[src/sv/brc_pkg.sv]
package brc_pkg;

    // colour register file
    localparam int COLOUR_COUNT = 32;
    localparam int SLOT_W       = $clog2(COLOUR_COUNT);
    localparam int RGB_W        = 12;
    localparam int NIB_W        = 4;

    // stream and configuration widths
    localparam int S_TDATA_W    = 40;
    localparam int M_TDATA_W    = 16;
    localparam int CFG_INDEX_W  = 3;
    localparam int CFG_DATA_W   = 9;
    localparam int POS_W        = 9;
    localparam int PLANE_W      = 6;
    localparam int PCOUNT_W     = 3;

    // queue between front and back
    localparam int QUEUE_DEPTH_DEF = 2;

    // each channel halved keeps three bits per nibble
    localparam logic [RGB_W-1:0] HALF_MASK = 12'h777;

    // configuration register indexes
    typedef enum logic [CFG_INDEX_W-1:0] {
        REG_DUAL_PF    = 3'd0,
        REG_HAM_EN     = 3'd1,
        REG_PF2_FRONT  = 3'd2,
        REG_HWIN_START = 3'd3,
        REG_HWIN_STOP  = 3'd4
    } cfg_reg_t;

    // work carried from front to back
    typedef enum logic [2:0] {
        OP_WRITE,
        OP_BLANK,
        OP_LOOKUP,
        OP_HALF,
        OP_HAM
    } op_t;

    // hold-and-modify control from the two top plane bits
    typedef enum logic [1:0] {
        HAM_LOAD  = 2'd0,
        HAM_BLUE  = 2'd1,
        HAM_RED   = 2'd2,
        HAM_GREEN = 2'd3
    } ham_ctl_t;

    typedef struct packed {
        op_t               op;
        logic              line_start;
        logic [SLOT_W-1:0] idx;
        ham_ctl_t          ham_ctl;
        logic [RGB_W-1:0]  value;
    } item_t;

endpackage

[src/sv/bitplane_colour_resolver.sv]
// bitplane colour resolver
// s_* carries items: tuser 0 is a pixel column, tuser 1 writes colour register
// colour_slot with colour_value. a pixel gives one transfer on m_* holding the
// 12-bit rgb colour; a colour write gives nothing.
// cfg_* writes the mode and window registers (0 dual playfield, 1 ham enable,
// 2 playfield two in front, 3 window start, 4 window stop); cfg_ready is
// always high, write only while no item is in flight.
// an item passes through the queue and then the output register before its
// result is on m_*. throughput: one item per cycle while m_tready keeps the
// output register free, set by the hold colour update in the back end which
// owns the colour table.
// a two-entry queue separates classification from resolution, so s_tready
// stays high while one result waits on a stalled receiver; with the queue full
// s_tready drops until m_tready returns.
// reset clears the colour table, hold colour, mode registers and queue.
module bitplane_colour_resolver #(
    parameter int QUEUE_DEPTH = brc_pkg::QUEUE_DEPTH_DEF
) (
    input  logic                             clk,
    input  logic                             rst_n,
    input  logic                             s_tvalid,
    output logic                             s_tready,
    // plane_bits, lowres_pos, vert_window, hires, plane_count, line_start,
    // colour_slot, colour_value, zero fill
    input  logic [brc_pkg::S_TDATA_W-1:0]    s_tdata,
    // mode
    input  logic                             s_tuser,
    output logic                             m_tvalid,
    input  logic                             m_tready,
    // rgb, zero fill
    output logic [brc_pkg::M_TDATA_W-1:0]    m_tdata,
    input  logic                             cfg_valid,
    output logic                             cfg_ready,
    input  logic [brc_pkg::CFG_INDEX_W-1:0]  cfg_index,
    input  logic [brc_pkg::CFG_DATA_W-1:0]   cfg_data
);
    import brc_pkg::*;

    item_t             front_item;
    item_t             head_item;
    logic              q_full;
    logic              q_valid;
    logic              q_pop;
    logic              push;
    logic [RGB_W-1:0]  rgb;

    assign cfg_ready = 1'b1;
    assign s_tready  = !q_full;
    assign push      = s_tvalid && s_tready;

    // classify incoming items
    brc_front u_front (
        .clk       (clk),
        .rst_n     (rst_n),
        .cfg_valid (cfg_valid),
        .cfg_index (cfg_index),
        .cfg_data  (cfg_data),
        .s_tuser   (s_tuser),
        .s_tdata   (s_tdata),
        .item      (front_item)
    );

    // queue between front and back
    brc_queue #(
        .DEPTH (QUEUE_DEPTH)
    ) u_queue (
        .clk        (clk),
        .rst_n      (rst_n),
        .push       (push),
        .push_item  (front_item),
        .full       (q_full),
        .pop        (q_pop),
        .head_valid (q_valid),
        .head_item  (head_item)
    );

    // resolve colours
    brc_back u_back (
        .clk      (clk),
        .rst_n    (rst_n),
        .q_valid  (q_valid),
        .q_item   (head_item),
        .q_pop    (q_pop),
        .m_tvalid (m_tvalid),
        .m_tready (m_tready),
        .rgb      (rgb)
    );

    assign m_tdata = {{(M_TDATA_W - RGB_W){1'b0}}, rgb};

endmodule

[src/sv/brc_front.sv]
module brc_front (
    input  logic                             clk,
    input  logic                             rst_n,
    input  logic                             cfg_valid,
    input  logic [brc_pkg::CFG_INDEX_W-1:0]  cfg_index,
    input  logic [brc_pkg::CFG_DATA_W-1:0]   cfg_data,
    input  logic                             s_tuser,
    input  logic [brc_pkg::S_TDATA_W-1:0]    s_tdata,
    output brc_pkg::item_t                   item
);
    import brc_pkg::*;

    logic                  dual_pf_reg;
    logic                  ham_en_reg;
    logic                  pf2_front_reg;
    logic [POS_W-1:0]      hwin_start_reg;
    logic [POS_W-1:0]      hwin_stop_reg;

    logic [PLANE_W-1:0]    plane_bits;
    logic [POS_W-1:0]      lowres_pos;
    logic                  vert_window;
    logic                  hires;
    logic [PCOUNT_W-1:0]   plane_count;
    logic                  line_start;
    logic [SLOT_W-1:0]     colour_slot;
    logic [RGB_W-1:0]      colour_value;

    logic [PCOUNT_W-1:0]   planes;
    logic [PLANE_W-1:0]    bits;
    logic                  outside;
    logic                  ham;
    logic [2:0]            pf1;
    logic [2:0]            pf2;
    logic [SLOT_W-1:0]     dpf_idx;

    // configuration registers
    always_ff @(posedge clk or negedge rst_n)
    begin
        if (!rst_n)
        begin
            dual_pf_reg    <= 1'b0;
            ham_en_reg     <= 1'b0;
            pf2_front_reg  <= 1'b0;
            hwin_start_reg <= '0;
            hwin_stop_reg  <= '0;
        end
        else if (cfg_valid)
        begin
            case (cfg_index)
                REG_DUAL_PF:    dual_pf_reg    <= cfg_data[0];
                REG_HAM_EN:     ham_en_reg     <= cfg_data[0];
                REG_PF2_FRONT:  pf2_front_reg  <= cfg_data[0];
                REG_HWIN_START: hwin_start_reg <= cfg_data;
                REG_HWIN_STOP:  hwin_stop_reg  <= cfg_data;
                default: ;
            endcase
        end
    end

    // unpack the input transfer
    assign plane_bits   = s_tdata[5:0];
    assign lowres_pos   = s_tdata[14:6];
    assign vert_window  = s_tdata[15];
    assign hires        = s_tdata[16];
    assign plane_count  = s_tdata[19:17];
    assign line_start   = s_tdata[20];
    assign colour_slot  = s_tdata[25:21];
    assign colour_value = s_tdata[37:26];

    // clamp plane count and drop disabled planes
    always_comb
    begin
        planes = (plane_count > PCOUNT_W'(PLANE_W)) ? PCOUNT_W'(PLANE_W) : plane_count;
        for (int i = 0; i < PLANE_W; i++)
        begin
            bits[i] = plane_bits[i] & (PCOUNT_W'(i) < planes);
        end
    end

    // window test and mode selection
    assign outside = !vert_window || (lowres_pos < hwin_start_reg)
                     || (lowres_pos >= hwin_stop_reg);
    assign ham     = ham_en_reg && !hires && (planes >= PCOUNT_W'(5)) && !dual_pf_reg;

    // dual playfield priority
    always_comb
    begin
        pf1 = {bits[4], bits[2], bits[0]};
        pf2 = {bits[5], bits[3], bits[1]};
        if (pf2_front_reg)
        begin
            dpf_idx = (pf2 != 3'd0) ? {2'b01, pf2} : {2'b00, pf1};
        end
        else if (pf1 != 3'd0)
        begin
            dpf_idx = {2'b00, pf1};
        end
        else if (pf2 != 3'd0)
        begin
            dpf_idx = {2'b01, pf2};
        end
        else
        begin
            dpf_idx = '0;
        end
    end

    // classify the item for the back end
    always_comb
    begin
        item.line_start = 1'b0;
        item.idx        = bits[4:0];
        item.ham_ctl    = ham_ctl_t'(bits[5:4]);
        item.value      = colour_value;
        if (s_tuser)
        begin
            item.op  = OP_WRITE;
            item.idx = colour_slot;
        end
        else
        begin
            item.line_start = line_start;
            if (outside)
            begin
                item.op = OP_BLANK;
            end
            else if (dual_pf_reg)
            begin
                item.op  = OP_LOOKUP;
                item.idx = dpf_idx;
            end
            else if (ham)
            begin
                item.op  = OP_HAM;
                item.idx = {1'b0, bits[3:0]};
            end
            else if ((planes == PCOUNT_W'(PLANE_W)) && bits[5])
            begin
                item.op = OP_HALF;
            end
            else
            begin
                item.op = OP_LOOKUP;
            end
        end
    end

endmodule

[src/sv/brc_queue.sv]
module brc_queue #(
    parameter int DEPTH = brc_pkg::QUEUE_DEPTH_DEF
) (
    input  logic            clk,
    input  logic            rst_n,
    input  logic            push,
    input  brc_pkg::item_t  push_item,
    output logic            full,
    input  logic            pop,
    output logic            head_valid,
    output brc_pkg::item_t  head_item
);
    import brc_pkg::*;

    localparam int PTR_W = $clog2(DEPTH);
    localparam int CNT_W = $clog2(DEPTH + 1);

    item_t             entry_reg [DEPTH];
    logic [PTR_W-1:0]  head_reg;
    logic [PTR_W-1:0]  head_next;
    logic [PTR_W-1:0]  tail_reg;
    logic [PTR_W-1:0]  tail_next;
    logic [CNT_W-1:0]  count_reg;
    logic [CNT_W-1:0]  count_next;

    // pointer wrap
    always_comb
    begin
        head_next  = (head_reg == PTR_W'(DEPTH - 1)) ? '0 : head_reg + 1'b1;
        tail_next  = (tail_reg == PTR_W'(DEPTH - 1)) ? '0 : tail_reg + 1'b1;
        count_next = count_reg;
        if (push && !pop)
        begin
            count_next = count_reg + 1'b1;
        end
        else if (pop && !push)
        begin
            count_next = count_reg - 1'b1;
        end
    end

    // control state
    always_ff @(posedge clk or negedge rst_n)
    begin
        if (!rst_n)
        begin
            head_reg  <= '0;
            tail_reg  <= '0;
            count_reg <= '0;
        end
        else
        begin
            if (push)
            begin
                tail_reg <= tail_next;
            end
            if (pop)
            begin
                head_reg <= head_next;
            end
            count_reg <= count_next;
        end
    end

    // entry storage
    always_ff @(posedge clk)
    begin
        if (push)
        begin
            entry_reg[tail_reg] <= push_item;
        end
    end

    assign full       = (count_reg == CNT_W'(DEPTH));
    assign head_valid = (count_reg != '0);
    assign head_item  = entry_reg[head_reg];

    // occupancy checks
    a_count_bound: assert property (@(posedge clk) disable iff (!rst_n)
        count_reg <= CNT_W'(DEPTH))
        else $error("queue count above depth");

    a_no_push_full: assert property (@(posedge clk) disable iff (!rst_n)
        !(push && full))
        else $error("push into full queue");

    a_no_pop_empty: assert property (@(posedge clk) disable iff (!rst_n)
        !(pop && !head_valid))
        else $error("pop from empty queue");

    a_count_up: assert property (@(posedge clk) disable iff (!rst_n)
        (push && !pop) |=> (count_reg == $past(count_reg) + 1'b1))
        else $error("queue count did not advance");

endmodule

[src/sv/brc_back.sv]
module brc_back (
    input  logic                        clk,
    input  logic                        rst_n,
    input  logic                        q_valid,
    input  brc_pkg::item_t              q_item,
    output logic                        q_pop,
    output logic                        m_tvalid,
    input  logic                        m_tready,
    output logic [brc_pkg::RGB_W-1:0]   rgb
);
    import brc_pkg::*;

    logic [RGB_W-1:0]  colour_table_reg [COLOUR_COUNT];
    logic [RGB_W-1:0]  hold_reg;
    logic [RGB_W-1:0]  hold_next;
    logic [RGB_W-1:0]  rgb_reg;
    logic [RGB_W-1:0]  rgb_next;
    logic              out_valid_reg;
    logic              out_valid_next;

    logic              out_free;
    logic              pixel;
    logic [RGB_W-1:0]  colour0;
    logic [RGB_W-1:0]  colour_sel;
    logic [RGB_W-1:0]  hold_base;
    logic [RGB_W-1:0]  ham_colour;
    logic [NIB_W-1:0]  nib;

    // take a colour write at once, and a pixel when the output register can hold the result
    assign out_free = !out_valid_reg || m_tready;
    assign pixel    = (q_item.op != OP_WRITE);
    assign q_pop    = q_valid && (!pixel || out_free);

    // palette reads
    assign colour0    = colour_table_reg[0];
    assign colour_sel = colour_table_reg[q_item.idx];
    assign hold_base  = q_item.line_start ? colour0 : hold_reg;
    assign nib        = q_item.idx[NIB_W-1:0];

    // hold-and-modify update
    always_comb
    begin
        case (q_item.ham_ctl)
            HAM_LOAD:  ham_colour = colour_sel;
            HAM_BLUE:  ham_colour = {hold_base[11:4], nib};
            HAM_RED:   ham_colour = {nib, hold_base[7:0]};
            HAM_GREEN: ham_colour = {hold_base[11:8], nib, hold_base[3:0]};
            default:   ham_colour = colour_sel;
        endcase
    end

    // resolve colour and next hold value
    always_comb
    begin
        hold_next = hold_reg;
        rgb_next  = rgb_reg;
        if (q_pop && pixel)
        begin
            hold_next = hold_base;
            case (q_item.op)
                OP_BLANK:
                begin
                    hold_next = colour0;
                    rgb_next  = colour0;
                end
                OP_HAM:
                begin
                    hold_next = ham_colour;
                    rgb_next  = ham_colour;
                end
                OP_HALF:   rgb_next = (colour_sel >> 1) & HALF_MASK;
                OP_LOOKUP: rgb_next = colour_sel;
                default:   rgb_next = rgb_reg;
            endcase
        end
    end

    // output valid
    always_comb
    begin
        out_valid_next = out_valid_reg;
        if (q_pop && pixel)
        begin
            out_valid_next = 1'b1;
        end
        else if (m_tready)
        begin
            out_valid_next = 1'b0;
        end
    end

    // colour table, hold colour and output register
    always_ff @(posedge clk or negedge rst_n)
    begin
        if (!rst_n)
        begin
            for (int i = 0; i < COLOUR_COUNT; i++)
            begin
                colour_table_reg[i] <= '0;
            end
            hold_reg      <= '0;
            out_valid_reg <= 1'b0;
        end
        else
        begin
            if (q_pop && !pixel)
            begin
                colour_table_reg[q_item.idx] <= q_item.value;
            end
            hold_reg      <= hold_next;
            out_valid_reg <= out_valid_next;
        end
    end

    always_ff @(posedge clk)
    begin
        rgb_reg <= rgb_next;
    end

    assign m_tvalid = out_valid_reg;
    assign rgb      = rgb_reg;

    // back end checks
    a_write_silent: assert property (@(posedge clk) disable iff (!rst_n)
        (q_pop && !pixel && !out_valid_reg) |=> !out_valid_reg)
        else $error("colour write produced a result");

    a_pixel_result: assert property (@(posedge clk) disable iff (!rst_n)
        (q_pop && pixel) |=> out_valid_reg)
        else $error("pixel item gave no result");

    a_blank_hold: assert property (@(posedge clk) disable iff (!rst_n)
        (q_pop && q_item.op == OP_BLANK) |=> (hold_reg == rgb_reg))
        else $error("hold colour not reloaded outside window");

endmodule

[config.mk]
export PLATFORM = sky130hd
export DESIGN_NAME = bitplane_colour_resolver
export DESIGN_NICKNAME = d
export VERILOG_FILES = /design/src/sv/brc_pkg.sv /design/src/sv/bitplane_colour_resolver.sv /design/src/sv/brc_front.sv /design/src/sv/brc_queue.sv /design/src/sv/brc_back.sv
export SDC_FILE = /design/constraint.sdc
export NUM_CORES = 1
export LEC_CHECK = 0
export BUFFER_PORTS_ARGS = -buffer_cell sky130_fd_sc_hd__clkbuf_2
export CAP_MARGIN = 40
export CORE_MARGIN = 8
export CORE_UTILIZATION = 45
export CTS_CLUSTER_SIZE = 25
export DETAILED_ROUTE_END_ITERATION = 10
export HOLD_SLACK_MARGIN = 0.03
export PLACE_DENSITY = 0.61
export SLEW_MARGIN = 10
export SYNTH_ARGS = -nofsm -noshare
export SYNTH_HDL_FRONTEND = slang
export SYNTH_SLANG_ARGS = --single-unit
[constraint.sdc]
create_clock -name clk -period 6.81 [get_ports clk]
set_input_delay 0.3405 -clock clk [delete_from_list [all_inputs] [get_ports clk]]
set_output_delay 0.3405 -clock clk [all_outputs]
set_load 0.01 [all_outputs]
* Yosys cells after proc, flatten, opt, wreduce, memory -nomap -nowiden
Memories as Yosys holds them, arrays and structs flattened.
Index checks and enable logic that the tools add are counted.
** Word-level totals
- Flip-flop bits (word level) :: 434
- Memory bits (writable) :: 46
- Bits of input ports :: 58
- Output and inout port bits :: 19
- Logic and storage cells :: 151
- Memories kept :: 1
** Memories
- u_queue.entry_reg :: depth 2, bits a word 23, read ports 1, clocked after Yosys merged registers in 0, wr ports 1, line brc_queue.sv:18 : item_t entry_reg [DEPTH];
** Operators by class
- $add $sub $neg :: 4
- Magnitude comparators :: 12
- Equal/unequal tests :: 13
- Mux-type cells :: 33
- Bitwise gates (word level) :: 7
- Reductions and logical operators :: 38
** Operators by type and width (count)
- bitwise mux 384 bit :: 1
- case mux 12 bit (4 select lines) :: 2
- binary-select mux 12 bit (select 5 bit) :: 1
- demux 12 bit (select 5 bit) :: 1
- 2-to-1 mux 12 bit :: 4
- 2-to-1 mux 5 bit :: 6
- case mux 12 bit (2 select lines) :: 1
- 2-to-1 mux 3 bit :: 5
- equality test 3 x 2 -> 1 bit, second input constant :: 4
- AND reduction 2 bit :: 6
- logical AND 1 bit :: 11
- equality test 3 bit, second input constant :: 3
- >= comparator 9 bit :: 1
- less-than comparator 9 bit :: 1
- nonzero test 3 bit :: 3
- zero test 1 bit :: 8
- 2-to-1 mux 1 bit :: 8
- 2-to-1 mux 4 bit :: 2
- AND 1 bit :: 6
- equality test 2 bit, second input constant :: 3
- equality test 3 x 1 -> 1 bit, second input constant :: 2
- >= comparator 6 bit, second input constant :: 1
- less-than comparator 1 x 3 -> 1 bit, first input constant :: 2
- less-than comparator 2 x 3 -> 1 bit, first input constant :: 2
- 15 further kinds :: 23

* Longest topological paths before layout
- Depth after elaboration :: 11
- Mapped depth :: 12
- Depth with buffers taken out :: 10

* By module
A second synthesis with hierarchy kept.
** Unflattened totals
- Cell total of the unflattened synthesis :: 1766
- Area total of the unflattened synthesis :: 23361.2 um^2
** By module, submodules not included
- brc_back :: instances 1, cells an instance 1480, area an instance 19696.4 um^2, sequential area each 10294.9 um^2
- brc_queue :: instances 1, cells an instance 88, area an instance 1951.9 um^2, sequential area each 1481.4 um^2
- brc_front :: instances 1, cells an instance 189, area an instance 1657.8 um^2, sequential area each 525.5 um^2
- bitplane_colour_resolver :: instances 1, cells an instance 9, area an instance 55.1 um^2, sequential area each 0.0 um^2

* Worst setup path before layout
OpenSTA, ideal clock, no wires.
- Kind :: flip-flop to flip-flop
- Start point :: reg u_queue.head_reg
- End point :: reg u_back.rgb_reg[0], in the netlist u_back.rgb[0] (enable)
- Library setup time :: 0.399 ns
- Arrival :: 2.256 ns
- Required time :: 6.411 ns
- Path slack :: 4.154 ns
- Cell stages (with the launch flop) :: 7
- Buffers on the path :: 2
- Clock period less this slack :: 2.656 ns
- Cells stage by stage :: dfrtp_1 > buf_4 > nor3_1 > a21oi_1 > or2_2 > clkbuf_1 > a21boi_0
** Between the ends
- Longest elaborated chain between the ends :: 7
- Elaborated cells between the ends (all ways) :: 12
- Those cells by class :: 4 x eq/ne; 7 x reduce/logical; 1 x memory
** Ends and longest elaborated chain
- from (decl) :: line brc_queue.sv:19 : logic [PTR_W-1:0] head_reg;
- from (signal assigned) :: line brc_queue.sv:59 : head_reg <= head_next;
- memory (2 x 23 bit) (*)
- nonzero test 3 bit :: line brc_back.sv:31 : assign pixel = (q_item.op != OP_WRITE);
- zero test 1 bit :: line brc_back.sv:32 : assign q_pop = q_valid && (!pixel || out_free);
- logical OR 1 bit :: line brc_back.sv:32
- logical AND 1 bit :: line brc_back.sv:32
- logical AND 1 bit :: line brc_back.sv:57 : if (q_pop && pixel)
- AND reduction 2 bit (no source line) (*)
- to (signal assigned) :: line brc_back.sv:117 : rgb_reg <= rgb_next;
- to (decl) :: line brc_back.sv:16 : logic [RGB_W-1:0] rgb_reg;
Every way passes the cells marked *; elsewhere a longest branch is shown, timed or not.
A chain may end at the register's enable or synchronous reset.

* Worst setup path in the final report
- Start point :: reg u_queue.head_reg
- End point :: reg u_back.rgb_reg[5], in the netlist u_back.rgb[5] (data pin)
** Between the ends
- Longest elaborated chain between the ends :: 7
- Elaborated cells between the ends (all ways) :: 16
- Those cells by class :: 7 x eq/ne; 6 x mux; 1 x bitwise; 1 x reduce/logical; 1 x memory
** Ends and longest elaborated chain
- memory (2 x 23 bit) (*)
- NOT 5 -> 6 bit (not written as such) :: line brc_back.sv:36 : assign colour_sel = colour_table_reg[q_item.idx];
- binary-select mux 12 bit (select 5 bit) :: line brc_back.sv:36
- 2-to-1 mux 12 bit (not written as such) (2 in a row) :: line brc_back.sv:36
- case mux 12 bit (4 select lines) :: line brc_back.sv:43 : case (q_item.ham_ctl)
- case mux 12 bit (4 select lines) (*) :: line brc_back.sv:60 : case (q_item.op)
Every way passes the cells marked *; elsewhere a longest branch is shown, timed or not. The select of a mux whose other input is x is not followed.

==> metrics.csv <==
metric,value,unit
status,"finished, final reports clean",
grt_max_degree,175,
io_buffers,69,
finalPower,11.85,mW
cp-start-kind,flip-flop,
synth-main-ff-cell,dfrtp_1,
gr-usage-all-layers,0.2286,
hpwl,42800,um
reg2reg_depth,10,
vdd_drop_max,224.2,uV
fin_area,0.02552,sq mm
rsz0062_at_grt,no,
fmax,219.6,MHz
vias,17620,
timing.rr.start,u_queue.head_reg$_DFFE_PN0P_,
maxSlewHeadroom,0.3424,
drive_above_1_share,0.1297,
clk_pin_slew,60,ps
synth_area,0.02227,sq mm
die_y,238.4,um
initial_core_util,0.4558,
utilization,0.5224,
power_density,464.4,mW/mm^2
combinationalPowerShare,0.382,
wl_per_cell,20.92,um
seqPwrFrac,0.384,
grt_pass1_wl,101200,um
overflow,0,
post-route-drc-count,0,
synth_cell_type_count,72,
synth_seq_area_share,0.5525,
post_dp_cell_area,0.02359,sq mm
critPathArrivalTime,4960,ps
r2r-end,u_back.rgb[5]$_DFFE_PP_,
cts_tree,done,
syn2layout_area_growth,14.60,%
clockBufferDepth,3,
clockPowerShare,0.234,
fillers,4440,
ys_warn_count,0,
ant_nets,0,
routed.top_layer,met4,
avgSynthCellArea,9.507,sq um
crit_end,u_back.rgb[5]$_DFFE_PP_,
wl_met1,26820,um
fp.dieW,238.4,um
min_period,4554,ps
htree_levels,2,
p_leak,11.20,nW
crit_type,reg2reg,
hp-class,in2reg,
antennaDiodeCount,0,
maxCapViolCount,0,
hold_viol,0,
route.met3.wl,4859,um
rows,81,
setup_viol_count_final,0,
ys_ff_latch,480,
crit_required,7220,ps
p_sw,4.632,mW
syn_inst,2342,
worstMarginPinSlew,986.3,ps
reg2reg_slack,2260,ps
synthArstFlopShare,0.8792,
grt_antenna_before_repair,0,
postCtsSetupBuffers,0,
worstHoldStart,s_tvalid,
report.final.slew_viol_count,0,
dieArea,0.05685,sq mm
clk_latency,590,ps
tns,0,ps
drt_iter0_drc,1694,
cts_made_buffers,52,
routed_wl,64680,um
largest_reg_flops,372,
endpoint_kind,flip-flop,
crit_start,u_queue.head_reg$_DFFE_PN0P_,
gp_congestion,0.8896,
final_nets,2462,
fin_crit_sh,0.6688,
first_global_vias,17110,
switching_share,0.3909,
fin_skew,15.45,ps
dr.pass1.iters,9,
worstPathMaxFanout,35,
synth_edf_count,58,
core_area,0.04885,sq mm
wl_met2,31160,um
internal_power,7.219,mW
multi_input_area,0.009136,sq mm
regArea,0.01230,sq mm
cts-root-buf,clkbuf_16,
viasPerCell,5.698,
clock_sink_count,480,
ios,77,
-- cells in the final DEF, fill, tap and decap left out, drive strengths merged, types with 4 or more instances in the layout --
master,instances
a21o,15
a21oi,440
a221oi,7
a22o,4
a22oi,8
a31oi,26
a32oi,20
and2,14
and3,16
buf,75
clkbuf,148
clkinv,14
conb,5
dfrtp,422
dlygate4sd3,23
edfxtp,58
ha,18
inv,26
mux2,20
mux2i,69
mux4,7
nand2,222
nand2b,6
nand3,56
nand3b,4
nand4,19
nor2,466
nor2b,17
nor3,20
nor4,7
o2111ai,5
o21ai,50
o22a,10
o22ai,53
o311ai,5
o31ai,4
or2,5
-- cells by family (layout without fill, tap and decap cells) --
family	Yosys count	after routing	share of synthesized area
AOI/OAI and AO/OA	664	664	0.1691
xor gates and xnor gates	5	5	0.001967
adders and majority gates	18	18	0.01011
buffers and inverters	206	289	0.04602
DFF	480	480	0.5525
muxes	96	96	0.04906
other	2	5	0.0003373
and+or+nand+nor	871	871	0.1709
-- worst max-delay path: stages (launching register included) --
cell and delay [ps]:
dfrtp_2 820, buf_4 540, mux2_4 590, buf_4 550, mux2i_1 150, a32oi_1 210
o211ai_1 340, nor4_2 630, nor2b_1 190, o21ai_1 110, a21oi_1 190
-- power by group through the flow --
| stage | clock [mW] | combinational (mW) | sequential, mW |
|---|---|---|---|
| 3_3_place_gp | 0 | 4.27 | 4.55 |
| 3_5_place_dp | 0 | 4.47 | 4.59 |
| 2_1_floorplan | 0 | 3.03 | 4.41 |
| 4_1_cts | 2.83 | 4.50 | 4.55 |
| 5_1_grt | 2.94 | 4.93 | 4.68 |
| 6_report | 2.77 | 4.52 | 4.56 |
-- what timing repair did --
action,CTS,global route
endpoints found under the setup margin,0,0
gates resized for setup,0,0
hold endpoints to repair,141,0
hold buffers,23,0
-- metrics by stage --
step	cells	worst slack, ps	hold WS [ps]
2_1_floorplan	2345	4154	44.91
3_3_place_gp	2942	1986	444.5
3_5_place_dp	2973	2334	454.7
4_1_cts	3092	2315	33.82
5_1_grt	3092	2016	78.31
6_report	3092	2256	72.00
-- routing by layer --
metal	GRT usage	vias to the layer above
met5	0	-
met4	0.06773	0
met3	0.04465	117
met2	0.3769	591
met1	0.3045	8660
li1	-	8250
-- Yosys cell counts (4+ instances only) --
| library cell | instances | area share |
|---|---|---|
| inv_1 | 26 | 0.0044 |
| nand3b_1 | 4 | 0.0013 |
| a21o_1 | 15 | 0.0051 |
| nor2_1 | 443 | 0.075 |
| nor4_2 | 5 | 0.0028 |
| a221oi_1 | 7 | 0.0028 |
| nand3_1 | 52 | 0.012 |
| o21ai_1 | 12 | 0.0027 |
| mux2_2 | 18 | 0.0091 |
| or2_2 | 4 | 0.0011 |
| o31ai_1 | 4 | 0.0013 |
| o22ai_1 | 53 | 0.015 |
| o311ai_0 | 4 | 0.0016 |
| a22o_1 | 4 | 0.0016 |
| a32oi_1 | 20 | 0.0079 |
| nand4_1 | 19 | 0.0053 |
| a31oi_1 | 26 | 0.0073 |
| mux4_2 | 7 | 0.0071 |
| buf_2 | 81 | 0.018 |
| nand2b_1 | 6 | 0.0017 |
| nor3_1 | 18 | 0.0040 |
| and2_1 | 14 | 0.0039 |
| clkbuf_1 | 71 | 0.012 |
| nand2_1 | 222 | 0.037 |
| ha_1 | 18 | 0.010 |
| buf_6 | 10 | 0.0051 |
| nor2_2 | 23 | 0.0065 |
| o2111ai_1 | 5 | 0.0020 |
| a22oi_1 | 6 | 0.0020 |
| nand3_2 | 4 | 0.0018 |
| buf_4 | 14 | 0.0047 |
| mux2i_1 | 66 | 0.030 |
| edfxtp_1 | 58 | 0.078 |
| o22a_1 | 10 | 0.0039 |
| dfrtp_1 | 422 | 0.47 |
| and3_1 | 16 | 0.0045 |
| a21oi_1 | 437 | 0.098 |
| o21ai_0 | 38 | 0.0085 |
| nor2b_1 | 17 | 0.0048 |
-- worst min-delay path by stage --
stage,to,slack [ps],depth (start not counted)
final,u_queue.tail_reg$_DFFE_PN0P_,70,3
after global routing,u_queue.tail_reg$_DFFE_PN0P_,80,3
after CTS,u_queue.tail_reg$_DFFE_PN0P_,30,3
after detailed placement,u_front.hwin_start_reg[6]$_DFFE_PN0P_,450,1
after global placement,u_front.hwin_start_reg[6]$_DFFE_PN0P_,440,1
after floorplan,u_back.colour0[0]$_DFFE_PN0P_,40,0
-- area by class of cell --
cell class / count / area share
Clock buffer: 80 / 0.06232
Inverter: 26 / 0.003824
Sequential cell: 480 / 0.4821
Multi-Input combinational cell: 1659 / 0.3580
Tap cell: 664 / 0.03256
Timing Repair Buffer: 167 / 0.05688
Clock inverter: 16 / 0.004266
Power figures use the tool's default switching activity.
